[src/hw/rtl/drtm_pkg.sv]
package drtm_pkg;

   localparam int WORD_BITS     = 64;
   localparam int NUM_WORDS     = 4;
   localparam int DESC_BITS_DEF = NUM_WORDS * WORD_BITS;
   localparam int WCNT_W        = $clog2(WORD_BITS + 1);
   localparam int DIST_W        = 9;
   localparam int IDX_W         = 16;
   localparam int PROD_W        = 2 * DIST_W;
   localparam int Q8_SHIFT      = 8;
   localparam int CSR_IDX_W     = 2;
   localparam int CSR_DATA_W    = 9;
   localparam int FIFO_DEPTH    = 4;
   localparam int PTR_W         = $clog2(FIFO_DEPTH);
   localparam int CNT_W         = $clog2(FIFO_DEPTH + 1);

   localparam logic [DIST_W-1:0] NO_DIST       = 9'd256;
   localparam logic [DIST_W-1:0] THRESHOLD_RST = 9'd50;
   localparam logic [DIST_W-1:0] RATIO_RST     = 9'd230;

   typedef enum logic {
      OP_LOAD = 1'b0,
      OP_CAND = 1'b1
   } op_type;

   typedef enum logic [CSR_IDX_W-1:0] {
      CSR_THRESHOLD = 2'd0,
      CSR_RATIO     = 2'd1
   } csr_index_type;

   typedef struct packed {
      logic                 operation;
      logic [WORD_BITS-1:0] word0;
      logic [WORD_BITS-1:0] word1;
      logic [WORD_BITS-1:0] word2;
      logic [WORD_BITS-1:0] word3;
      logic [IDX_W-1:0]     item_index;
      logic                 query_active;
      logic                 excluded;
      logic                 last_candidate;
   } req_type;

   typedef struct packed {
      logic [IDX_W-1:0]  query_index;
      logic              match_found;
      logic [IDX_W-1:0]  best_index;
      logic [DIST_W-1:0] best_distance;
      logic [DIST_W-1:0] second_distance;
   } rsp_type;

   typedef struct packed {
      logic                              is_load;
      logic [IDX_W-1:0]                  item_index;
      logic                              query_active;
      logic                              excluded;
      logic                              last_candidate;
      logic [NUM_WORDS-1:0][WCNT_W-1:0]  counts;
   } cand_type;

   typedef struct packed {
      logic [DIST_W-1:0] threshold;
      logic [DIST_W-1:0] ratio;
   } cfg_type;

endpackage

[src/hw/rtl/drtm_dist.sv]
module drtm_dist #(
   parameter int DESC_BITS = drtm_pkg::DESC_BITS_DEF
) (
   input  logic               clock,
   input  logic               reset,
   input  logic               in_valid,
   input  drtm_pkg::req_type  in_data,
   output logic               s1_valid,
   output logic               cand_valid,
   output drtm_pkg::cand_type cand
);

   localparam int WB = drtm_pkg::WORD_BITS;
   localparam int NW = drtm_pkg::NUM_WORDS;

   function automatic logic [drtm_pkg::WCNT_W-1:0] popcount_word(input logic [WB-1:0] v);
      logic [drtm_pkg::WCNT_W-1:0] n;
      n = '0;
      for (int i = 0; i < WB; i++) begin
         n = n + drtm_pkg::WCNT_W'(v[i]);
      end
      return n;
   endfunction

   logic                     s1_valid_ff;
   drtm_pkg::req_type        s1_ff;
   logic [NW-1:0][WB-1:0]    query_ff;
   logic [NW-1:0][WB-1:0]    words_s1;
   logic [NW-1:0][WB-1:0]    desc_mask;
   logic                     cand_valid_ff;
   drtm_pkg::cand_type       cand_ff;
   drtm_pkg::cand_type       cand_in;

   // Only the low DESC_BITS bits of a descriptor take part in the distance.
   always_comb begin
      for (int w = 0; w < NW; w++) begin
         for (int b = 0; b < WB; b++) begin
            desc_mask[w][b] = ((w * WB + b) < DESC_BITS);
         end
      end
   end

   assign words_s1 = {s1_ff.word3, s1_ff.word2, s1_ff.word1, s1_ff.word0};

   always_comb begin
      cand_in.is_load        = (s1_ff.operation == drtm_pkg::OP_LOAD);
      cand_in.item_index     = s1_ff.item_index;
      cand_in.query_active   = s1_ff.query_active;
      cand_in.excluded       = s1_ff.excluded;
      cand_in.last_candidate = s1_ff.last_candidate;
      for (int w = 0; w < NW; w++) begin
         cand_in.counts[w] = popcount_word((words_s1[w] ^ query_ff[w]) & desc_mask[w]);
      end
   end

   always_ff @(posedge clock) begin
      if (reset) begin
         s1_valid_ff   <= 1'b0;
         cand_valid_ff <= 1'b0;
         query_ff      <= '0;
      end else begin
         s1_valid_ff   <= in_valid;
         cand_valid_ff <= s1_valid_ff;
         // A load replaces the query here, so every later candidate in this
         // stage is scored against it.
         if (s1_valid_ff && (s1_ff.operation == drtm_pkg::OP_LOAD)) begin
            query_ff <= words_s1;
         end
      end
   end

   always_ff @(posedge clock) begin
      if (in_valid) begin
         s1_ff <= in_data;
      end
      if (s1_valid_ff) begin
         cand_ff <= cand_in;
      end
   end

   assign s1_valid   = s1_valid_ff;
   assign cand_valid = cand_valid_ff;
   assign cand       = cand_ff;

endmodule

[src/hw/rtl/drtm_select.sv]
module drtm_select (
   input  logic               clock,
   input  logic               reset,
   input  logic               cand_valid,
   input  drtm_pkg::cand_type cand,
   input  drtm_pkg::cfg_type  cfg,
   output logic               push,
   output drtm_pkg::rsp_type  push_data
);

   localparam int DW = drtm_pkg::DIST_W;
   localparam int IW = drtm_pkg::IDX_W;
   localparam int PW = drtm_pkg::PROD_W;

   logic [IW-1:0] qidx_ff, qidx_in;
   logic          enabled_ff, enabled_in;
   logic          enabled_cur;
   logic [DW-1:0] best_ff, best_in;
   logic [DW-1:0] second_ff, second_in;
   logic [IW-1:0] bidx_ff, bidx_in;
   logic [DW-1:0] cand_dist;
   logic          emit;
   logic          seen;
   logic [PW-1:0] lhs;
   logic [PW-1:0] rhs;

   always_comb begin
      cand_dist = '0;
      for (int w = 0; w < drtm_pkg::NUM_WORDS; w++) begin
         cand_dist = cand_dist + DW'(cand.counts[w]);
      end
   end

   always_comb begin
      if (cand.is_load) begin
         qidx_in     = cand.item_index;
         enabled_cur = cand.query_active;
         best_in     = drtm_pkg::NO_DIST;
         second_in   = drtm_pkg::NO_DIST;
         bidx_in     = '0;
      end else begin
         qidx_in     = qidx_ff;
         enabled_cur = enabled_ff;
         best_in     = best_ff;
         second_in   = second_ff;
         bidx_in     = bidx_ff;
         // Ties never displace the best, so a distance of 256 never wins.
         if (!cand.excluded) begin
            if (cand_dist < best_ff) begin
               second_in = best_ff;
               best_in   = cand_dist;
               bidx_in   = cand.item_index;
            end else if (cand_dist < second_ff) begin
               second_in = cand_dist;
            end
         end
      end
      emit       = cand_valid && cand.last_candidate && enabled_cur;
      enabled_in = emit ? 1'b0 : enabled_cur;
   end

   always_comb begin
      seen = (best_in < drtm_pkg::NO_DIST);
      lhs  = PW'(best_in) << drtm_pkg::Q8_SHIFT;
      rhs  = PW'(cfg.ratio) * PW'(second_in);
      push_data.query_index     = qidx_in;
      push_data.match_found     = seen && (best_in <= cfg.threshold) && (lhs < rhs);
      push_data.best_index      = bidx_in;
      push_data.best_distance   = best_in;
      push_data.second_distance = second_in;
   end

   assign push = emit;

   always_ff @(posedge clock) begin
      if (reset) begin
         qidx_ff    <= '0;
         enabled_ff <= 1'b0;
         best_ff    <= drtm_pkg::NO_DIST;
         second_ff  <= drtm_pkg::NO_DIST;
         bidx_ff    <= '0;
      end else if (cand_valid) begin
         qidx_ff    <= qidx_in;
         enabled_ff <= enabled_in;
         best_ff    <= best_in;
         second_ff  <= second_in;
         bidx_ff    <= bidx_in;
      end
   end

endmodule

[src/hw/rtl/drtm_fifo.sv]
module drtm_fifo (
   input  logic                        clock,
   input  logic                        reset,
   input  logic                        push,
   input  drtm_pkg::rsp_type           push_data,
   output logic                        rsp_valid,
   input  logic                        rsp_stall,
   output drtm_pkg::rsp_type           rsp_data,
   output logic [drtm_pkg::CNT_W-1:0]  count
);

   localparam int DEPTH = drtm_pkg::FIFO_DEPTH;
   localparam int PW    = drtm_pkg::PTR_W;
   localparam int CW    = drtm_pkg::CNT_W;

   drtm_pkg::rsp_type entry_ff [DEPTH];
   logic [PW-1:0]     wr_ptr_ff, wr_ptr_in;
   logic [PW-1:0]     rd_ptr_ff, rd_ptr_in;
   logic [CW-1:0]     count_ff, count_in;
   logic              pop;

   assign rsp_valid = (count_ff != '0);
   assign pop       = rsp_valid && !rsp_stall;
   assign rsp_data  = entry_ff[rd_ptr_ff];
   assign count     = count_ff;

   always_comb begin
      wr_ptr_in = wr_ptr_ff;
      rd_ptr_in = rd_ptr_ff;
      count_in  = count_ff;
      if (push) begin
         wr_ptr_in = (wr_ptr_ff == PW'(DEPTH - 1)) ? '0 : wr_ptr_ff + 1'b1;
      end
      if (pop) begin
         rd_ptr_in = (rd_ptr_ff == PW'(DEPTH - 1)) ? '0 : rd_ptr_ff + 1'b1;
      end
      if (push && !pop) begin
         count_in = count_ff + 1'b1;
      end else if (pop && !push) begin
         count_in = count_ff - 1'b1;
      end
   end

   always_ff @(posedge clock) begin
      if (reset) begin
         wr_ptr_ff <= '0;
         rd_ptr_ff <= '0;
         count_ff  <= '0;
      end else begin
         wr_ptr_ff <= wr_ptr_in;
         rd_ptr_ff <= rd_ptr_in;
         count_ff  <= count_in;
      end
   end

   always_ff @(posedge clock) begin
      if (push) begin
         entry_ff[wr_ptr_ff] <= push_data;
      end
   end

endmodule

[src/hw/rtl/descriptor_ratio_test_matcher_top.sv]
// Port group  Direction  Handshake          Payload
// req_        in         req_valid/stall    drtm_pkg::req_type (load or candidate)
// rsp_        out        rsp_valid/stall    drtm_pkg::rsp_type (one per closed query)
// csr_        in         csr_valid/ready    csr_index, csr_data (threshold, ratio)
//
// One request is taken per cycle while req_stall is low; the request that closes
// a query reaches its result through the input register, the popcount register,
// then the result queue.
// The two distance registers are updated in one pass per cycle, so
// back-to-back candidates need no bubbles.
// Reset is synchronous; there is no clearing pass.
// req_stall rises when the requests in flight plus the queued results fill
// the four-entry result queue, so a stalled rsp_ side never drops a result.
module descriptor_ratio_test_matcher_top #(
   parameter int DESC_BITS = drtm_pkg::DESC_BITS_DEF
) (
   input  logic                            clock,
   input  logic                            reset,
   input  logic                            req_valid,
   output logic                            req_stall,
   input  drtm_pkg::req_type               req_data,
   output logic                            rsp_valid,
   input  logic                            rsp_stall,
   output drtm_pkg::rsp_type               rsp_data,
   input  logic                            csr_valid,
   output logic                            csr_ready,
   input  logic [drtm_pkg::CSR_IDX_W-1:0]  csr_index,
   input  logic [drtm_pkg::CSR_DATA_W-1:0] csr_data
);

   localparam int CW = drtm_pkg::CNT_W;

   logic                    req_accept;
   logic                    s1_valid;
   logic                    cand_valid;
   drtm_pkg::cand_type      cand;
   logic                    push;
   drtm_pkg::rsp_type       push_data;
   logic [CW-1:0]           fifo_count;
   logic [CW-1:0]           in_flight;
   drtm_pkg::cfg_type       cfg_ff;

   assign csr_ready = 1'b1;

   always_ff @(posedge clock) begin
      if (reset) begin
         cfg_ff.threshold <= drtm_pkg::THRESHOLD_RST;
         cfg_ff.ratio     <= drtm_pkg::RATIO_RST;
      end else if (csr_valid && csr_ready) begin
         unique case (csr_index)
            drtm_pkg::CSR_THRESHOLD: cfg_ff.threshold <= csr_data;
            drtm_pkg::CSR_RATIO:     cfg_ff.ratio     <= csr_data;
            default: ;
         endcase
      end
   end

   // Every request in the pipe may still produce a result, so each holds a
   // queue slot until it has left the pipe.
   assign in_flight  = CW'(s1_valid) + CW'(cand_valid) + fifo_count;
   assign req_stall  = (in_flight >= CW'(drtm_pkg::FIFO_DEPTH));
   assign req_accept = req_valid && !req_stall;

   drtm_dist #(
      .DESC_BITS (DESC_BITS)
   ) u_dist (
      .clock      (clock),
      .reset      (reset),
      .in_valid   (req_accept),
      .in_data    (req_data),
      .s1_valid   (s1_valid),
      .cand_valid (cand_valid),
      .cand       (cand)
   );

   drtm_select u_select (
      .clock      (clock),
      .reset      (reset),
      .cand_valid (cand_valid),
      .cand       (cand),
      .cfg        (cfg_ff),
      .push       (push),
      .push_data  (push_data)
   );

   drtm_fifo u_fifo (
      .clock     (clock),
      .reset     (reset),
      .push      (push),
      .push_data (push_data),
      .rsp_valid (rsp_valid),
      .rsp_stall (rsp_stall),
      .rsp_data  (rsp_data),
      .count     (fifo_count)
   );

`ifndef SYNTHESIS
   a_credit_bound: assert property (@(posedge clock) disable iff (reset)
      in_flight <= CW'(drtm_pkg::FIFO_DEPTH))
      else $error("requests in flight exceed the result queue depth");

   a_push_has_room: assert property (@(posedge clock) disable iff (reset)
      push |-> (fifo_count < CW'(drtm_pkg::FIFO_DEPTH)) || (rsp_valid && !rsp_stall))
      else $error("result pushed into a full queue");

   a_accept_enters: assert property (@(posedge clock) disable iff (reset)
      req_accept |=> s1_valid)
      else $error("accepted request did not enter the pipe");

   a_dist_order: assert property (@(posedge clock) disable iff (reset)
      rsp_valid |-> rsp_data.best_distance <= rsp_data.second_distance)
      else $error("best distance above second distance");

   a_match_sane: assert property (@(posedge clock) disable iff (reset)
      (rsp_valid && rsp_data.match_found) |->
         (rsp_data.best_distance != drtm_pkg::NO_DIST) &&
         (rsp_data.best_distance <= cfg_ff.threshold))
      else $error("match reported without a scored candidate under threshold");
`endif

endmodule

[config.mk]
export PLATFORM = sky130hd
export DESIGN_NAME = descriptor_ratio_test_matcher_top
export DESIGN_NICKNAME = d
export VERILOG_FILES = /design/src/hw/rtl/drtm_pkg.sv /design/src/hw/rtl/drtm_dist.sv /design/src/hw/rtl/drtm_select.sv /design/src/hw/rtl/drtm_fifo.sv /design/src/hw/rtl/descriptor_ratio_test_matcher_top.sv
export SDC_FILE = /design/constraint.sdc
export NUM_CORES = 2
export LEC_CHECK = 0
export BUFFER_PORTS_ARGS = -buffer_cell sky130_fd_sc_hd__buf_2
export CORE_ASPECT_RATIO = 0.8
export CORE_UTILIZATION = 55
export CTS_BUF_LIST = sky130_fd_sc_hd__clkbuf_4 sky130_fd_sc_hd__clkbuf_8 sky130_fd_sc_hd__clkbuf_16
export CTS_CLUSTER_DIAMETER = 80
export DETAILED_ROUTE_END_ITERATION = 10
export PLACE_DENSITY_LB_ADDON = 0.2
export SLEW_MARGIN = 15
export SYNTH_ARGS = -nofsm -noshare
export SYNTH_HDL_FRONTEND = slang
export SYNTH_SLANG_ARGS = --single-unit
[constraint.sdc]
create_clock -name clock -period 14.5 [get_ports clock]
set_clock_uncertainty 0.2 [all_clocks]
set_input_delay 2.9 -clock clock [delete_from_list [all_inputs] [get_ports clock]]
set_output_delay 2.9 -clock clock [all_outputs]
set_load 0.05 [all_outputs]
**After elaboration in Yosys (flattened, before gate mapping)**

Memory sizes are Yosys's and may differ from the RTL's. A register that Yosys moved wholly into a read port is not among the register bits.
Index checks and enable logic that the tools add are counted.

- Register bits: 658
- Memory bits (writable): 204
- Bits of input ports: 292
- Output and inout port bits: 54
- Logic and storage cells: 350
- Memories kept: 1

- $add $sub $neg: 261
- Multiply operators: 1
- Magnitude comparators: 6
- Eq/ne operators: 3
- Mux-type cells: 21
- Bitwise operators: 5
- Reduce and logical (&&, ||, !) cells: 18

Memory list:

| memory | depth | bits a word | rd ports | clocked after memory_dff | wr ports | RTL line | source |
|---|---|---|---|---|---|---|---|
| u_fifo.entry_ff | 4 | 51 | 1 | 1 | 1 | drtm_fifo.sv:16 | `drtm_pkg::rsp_type entry_ff [DEPTH];` |

Operators with widths:

| operator | number |
|---|---|
| $add 7x1->7 | 248 |
| $xor 64x64->64 | 4 |
| $mux 16 | 4 |
| $mux 9 | 7 |
| $add 9x7->9 | 2 |
| $lt 17x18->1 | 1 |
| $lt 9x9->1 | 2 |
| $mul 9x9->18 | 1 |
| $add 1x1->2 | 5 |
| $le 9x9->1 | 1 |
| $logic_and 1x1->1 | 9 |
| $lt 9x9->1 const B | 1 |
| $add 7x7->8 | 1 |
| $mux 2 | 4 |
| $mux 3 | 2 |
| $add 2x1->2 const B | 2 |
| $eq 2x2->1 const B | 2 |
| $logic_not 1->1 | 4 |
| $mux 1 | 4 |
| $reduce_and 2->1 | 2 |
| $add 2x3->3 | 1 |
| $add 3x1->3 const B | 1 |
| $ge 3x3->1 const B | 1 |
| $reduce_bool 3->1 | 1 |
| other kinds (5) | 5 |

**Longest topological paths before layout**

- Depth after elaboration: 64
- Mapped depth: 48
- Depth with buffers taken out: 46

**Modules after synthesis**

A second synthesis with hierarchy kept.

- Cell total of the unflattened synthesis: 3474
- Area, all modules: 42632.1 sq um

By module, submodules not included:

| module | times used | cells each | area each (sq um) | sequential area each (sq um) |
|---|---|---|---|---|
| drtm_dist | 1 | 2226 | 27129.8 | 14894.3 |
| drtm_fifo | 1 | 312 | 7862.5 | 6306.0 |
| drtm_select | 1 | 857 | 6907.9 | 1021.0 |
| descriptor_ratio_test_matcher_top | 1 | 79 | 732.0 | 360.3 |

**Worst setup path before layout**

No wires, ideal clock.

- Path type: register to register
- Start: register u_dist.cand_ff, in the netlist u_dist.cand[0]
- End: memory u_fifo.entry_ff[0][34] in the netlist's numbering (data pin)
- Library setup time: 0.217 ns
- Data arrival time: 9.603 ns
- Data required time: 14.083 ns
- Setup slack: 4.480 ns
- Cell stages (with the launch flop): 41
- Buffers on the path: 1
- Period minus slack after synthesis: 10.020 ns
- Cell sequence: edfxtp_1 > ha_1 > inv_1 > fa_1 > nor2b_1 > o21ai_0 > a21oi_1 > o21ai_0 > nand2b_1 > xnor2_1 > fa_1 > inv_1 > ha_1 > inv_1 > or4_1 > nand3_1 > ha_1 > and3_1 > [... 5 more ...] > and2_1 > fa_1 > fa_1 > fa_1 > inv_1 > fa_1 > inv_1 > ha_1 > a211oi_1 > nand2_1 > o211ai_1 > or4b_2 > o311a_1 > ha_1 > a21oi_1 > and3_1 > o31ai_1 > a211oi_1

RTL lines:

| element | RTL line | source |
|---|---|---|
| start: declaration | drtm_dist.sv:31 | `drtm_pkg::cand_type cand_ff;` |
| start signal: assignment | drtm_dist.sv:77 | `cand_ff <= cand_in;` |
| end: declaration | drtm_fifo.sv:16 |  |

==> flow_summary.ini <==
[yosys]
synth_flop_cell = edfxtp_1
yosysWarnings = 0
yosysUniqueCellTypes = 80
syn_area_um2 = 42700
avgSynthCellArea_um2 = 12.0
synthTopCellsByArea = edfxtp_1, dfxtp_1, fa_1, nand2_1, ha_1
synth_seq_cells = 864
yosys.area.top_type = edfxtp_1
synth_top_area_frac = 0.372
synthesis.nets = 4271
async_flop_share = 0
yosysSeqAreaShare = 0.529
synth_cells = 3546
synth_edf_count = 528

[route]
wl_per_cell_um = 18.0
drcViolationCount = 0
wl_mm = 89.3
dr.pass1.iters = 5
via_per_inst = 5.21
drt_iter0_markers = 1773
ant_nets = 0
vias = 25800

[floorplan]
io_pins = 346
initial_core_util = 0.561
placementRows = 90
core_area_um2 = 76100
die_y_um = 251
die-area_um2 = 78700
die_w_um = 313

[clock_network]
cts_tree = done
clk_latency_ns = 0.65
clock_path_buffers = 3
hold_buffers = 0
htree_levels = 3
path_clk_slew_ns = 0.06
cts_resized = 0
cts_setup_buffers = 0
cts_sinks = 864
cts_buffers = 86
clockRootBuffer = clkbuf_16

[setup_path]
critPathSlowestCell = a221oi_4
worstSetupPathType = reg -> reg
r2r_cells = 41
startpoint = u_dist.cand[0]
required_ns = 14.70
critical_path.startpoint_type = flop
crit_end = u_fifo.entry_ff[1][34]
r2r-end = u_fifo.entry_ff[1][34]
crit_fanout = 13
slowest_delay_ns = 0.73
r2r_start = u_dist.cand[0]
regToRegSetupSlack_ns = 2.99
crit_path_end_kind = flop
worstPathArrival_ns = 11.71

[timing]
finalCritPeriodShare = 0.794
period_needed_ns = 11.51
setup_tns_ns = 0
rsz0062_at_grt = false
tightest_slew_ns = 1.08
hold_violations = 0
drv_slew = 0
fmax_mhz = 86.9
setup_viol = 0
maxSlewHeadroom = 0.280

[grt]
grt_start_max_net_pins = 151
grt_usage = 0.233
grt_pass1_wl_mm = 143
grt_remaining_overflow = 0
grt_pass1_vias = 26200
antenna_found_initial = 5

[cells_and_area]
final_core_util = 0.634
final_cell_area_um2 = 48300
layout_commonest_cell = nand2_1
areaGrowthSynthToFinish_pct = 13.1
nNetsFinal = 4587
diodes = 0
final_layout_size_suffix_gt1_frac = 0.156
final_cell_mix = nand2_1, edfxtp_1, inv_1

[run_status]
status = finished, final reports clean

[placed_design]
place_area_um2 = 45300
hpwl_mm = 60.3
routabilityCongestion = 0.895
io_buffers = 344

[min_path]
worst_hold_path_type = reg -> reg
min_from = u_dist.cand_in[32]

[job]
max_cap_violations = 0
final cells by class:
| type | instances | area (um^2) |
|---|---|---|
| inverter | 378 | 1420 |
| clock buffer | 114 | 2420 |
| fill | 5969 | 27900 |
| multi-input combinational | 2166 | 18200 |
| timing repair buffer | 366 | 1910 |
| sequential | 864 | 22600 |
| tap | 1012 | 1270 |
| clock inverter | 47 | 498 |
critical path: cells and delay by family, from the launching register on:
kind                     cells  cell delay (ns)
flip-flops                   1             0.33
XOR/XNOR                     2             0.24
adder cells (fa/ha/maj)     11             4.25
buffers and inverters        6             0.34
AND/OR/NAND/NOR              7             1.59
AO/OA/AOI/OAI               15             4.32
kinds of logic (layout without fill, tap and decap cells):
group,Yosys count,after routing,share of synthesized area
flip-flops,864,864,0.529
AND/OR/NAND/NOR,841,841,0.0805
buffers and inverters,516,905,0.0464
AO/OA/AOI/OAI,504,504,0.0707
adder cells (fa/ha/maj),433,433,0.175
XOR/XNOR,291,291,0.0597
multiplexers,96,96,0.0379
other,1,1,0.0000879
routing by layer:
layer  vias up  wire (um)  part of all wire  GRT usage
met3       125       4400             0.049     0.0337
met4         6       1780             0.020     0.0584
met1     12500      40000              0.45      0.328
met2       663      43000              0.48      0.382
li1      12500          -                 -          -
met5         -         41           0.00046          0
worst min path at each step:
stage,to,slack [ns],depth (start not counted)
after floorplan,u_dist.cand[28],0.20,0
after global placement,u_dist.cand[32],0.20,0
after detailed placement,u_dist.cand[29],0.20,0
after CTS,u_dist.cand[32],0.21,0
after global routing,u_dist.cand[32],0.22,0
final,u_dist.cand[32],0.21,0
flip-flops by register name, indices dropped and copies added (netlist names), 2 cells and up, named ones only:
signal              cells
cfg_ff                 18
u_dist.cand            48
u_dist.cand_in         19
u_dist.query_ff       256
u_dist.s1_ff          257
u_fifo.count            3
u_fifo.entry_ff       204
u_fifo.rd_ptr_ff        2
u_fifo.wr_ptr_ff        2
u_select.best_ff        9
u_select.bidx_ff       16
u_select.qidx_ff       16
u_select.second_ff      9
cell usage after synthesis, drive strengths merged (12+ instances only):
master,number
clkbuf,109
nor2b,16
buf,29
fa,276
dfxtp,336
inv,378
mux2i,29
and2,38
nand2,636
nand2b,12
o21ai,39
a22oi,23
nor2,96
a21o,16
a21oi,338
a211oi,12
edfxtp,528
xor2,139
xnor2,152
mux4,51
mux2,16
o211ai,12
ha,157
metrics by stage:
stage                     setup WS, ns  std cells  hold slack (ns)
after CTS                         3.08       4947            0.214
after global routing              2.06       4947            0.224
after global placement            3.51       4786            0.201
after detailed placement          3.13       4786            0.205
final                             2.99       4947            0.214
after floorplan                   4.48       3546            0.200
Power is left out: the tool's default activity adds up to more than one toggle a clock period on the data nets, which glitch-free logic cannot reach.
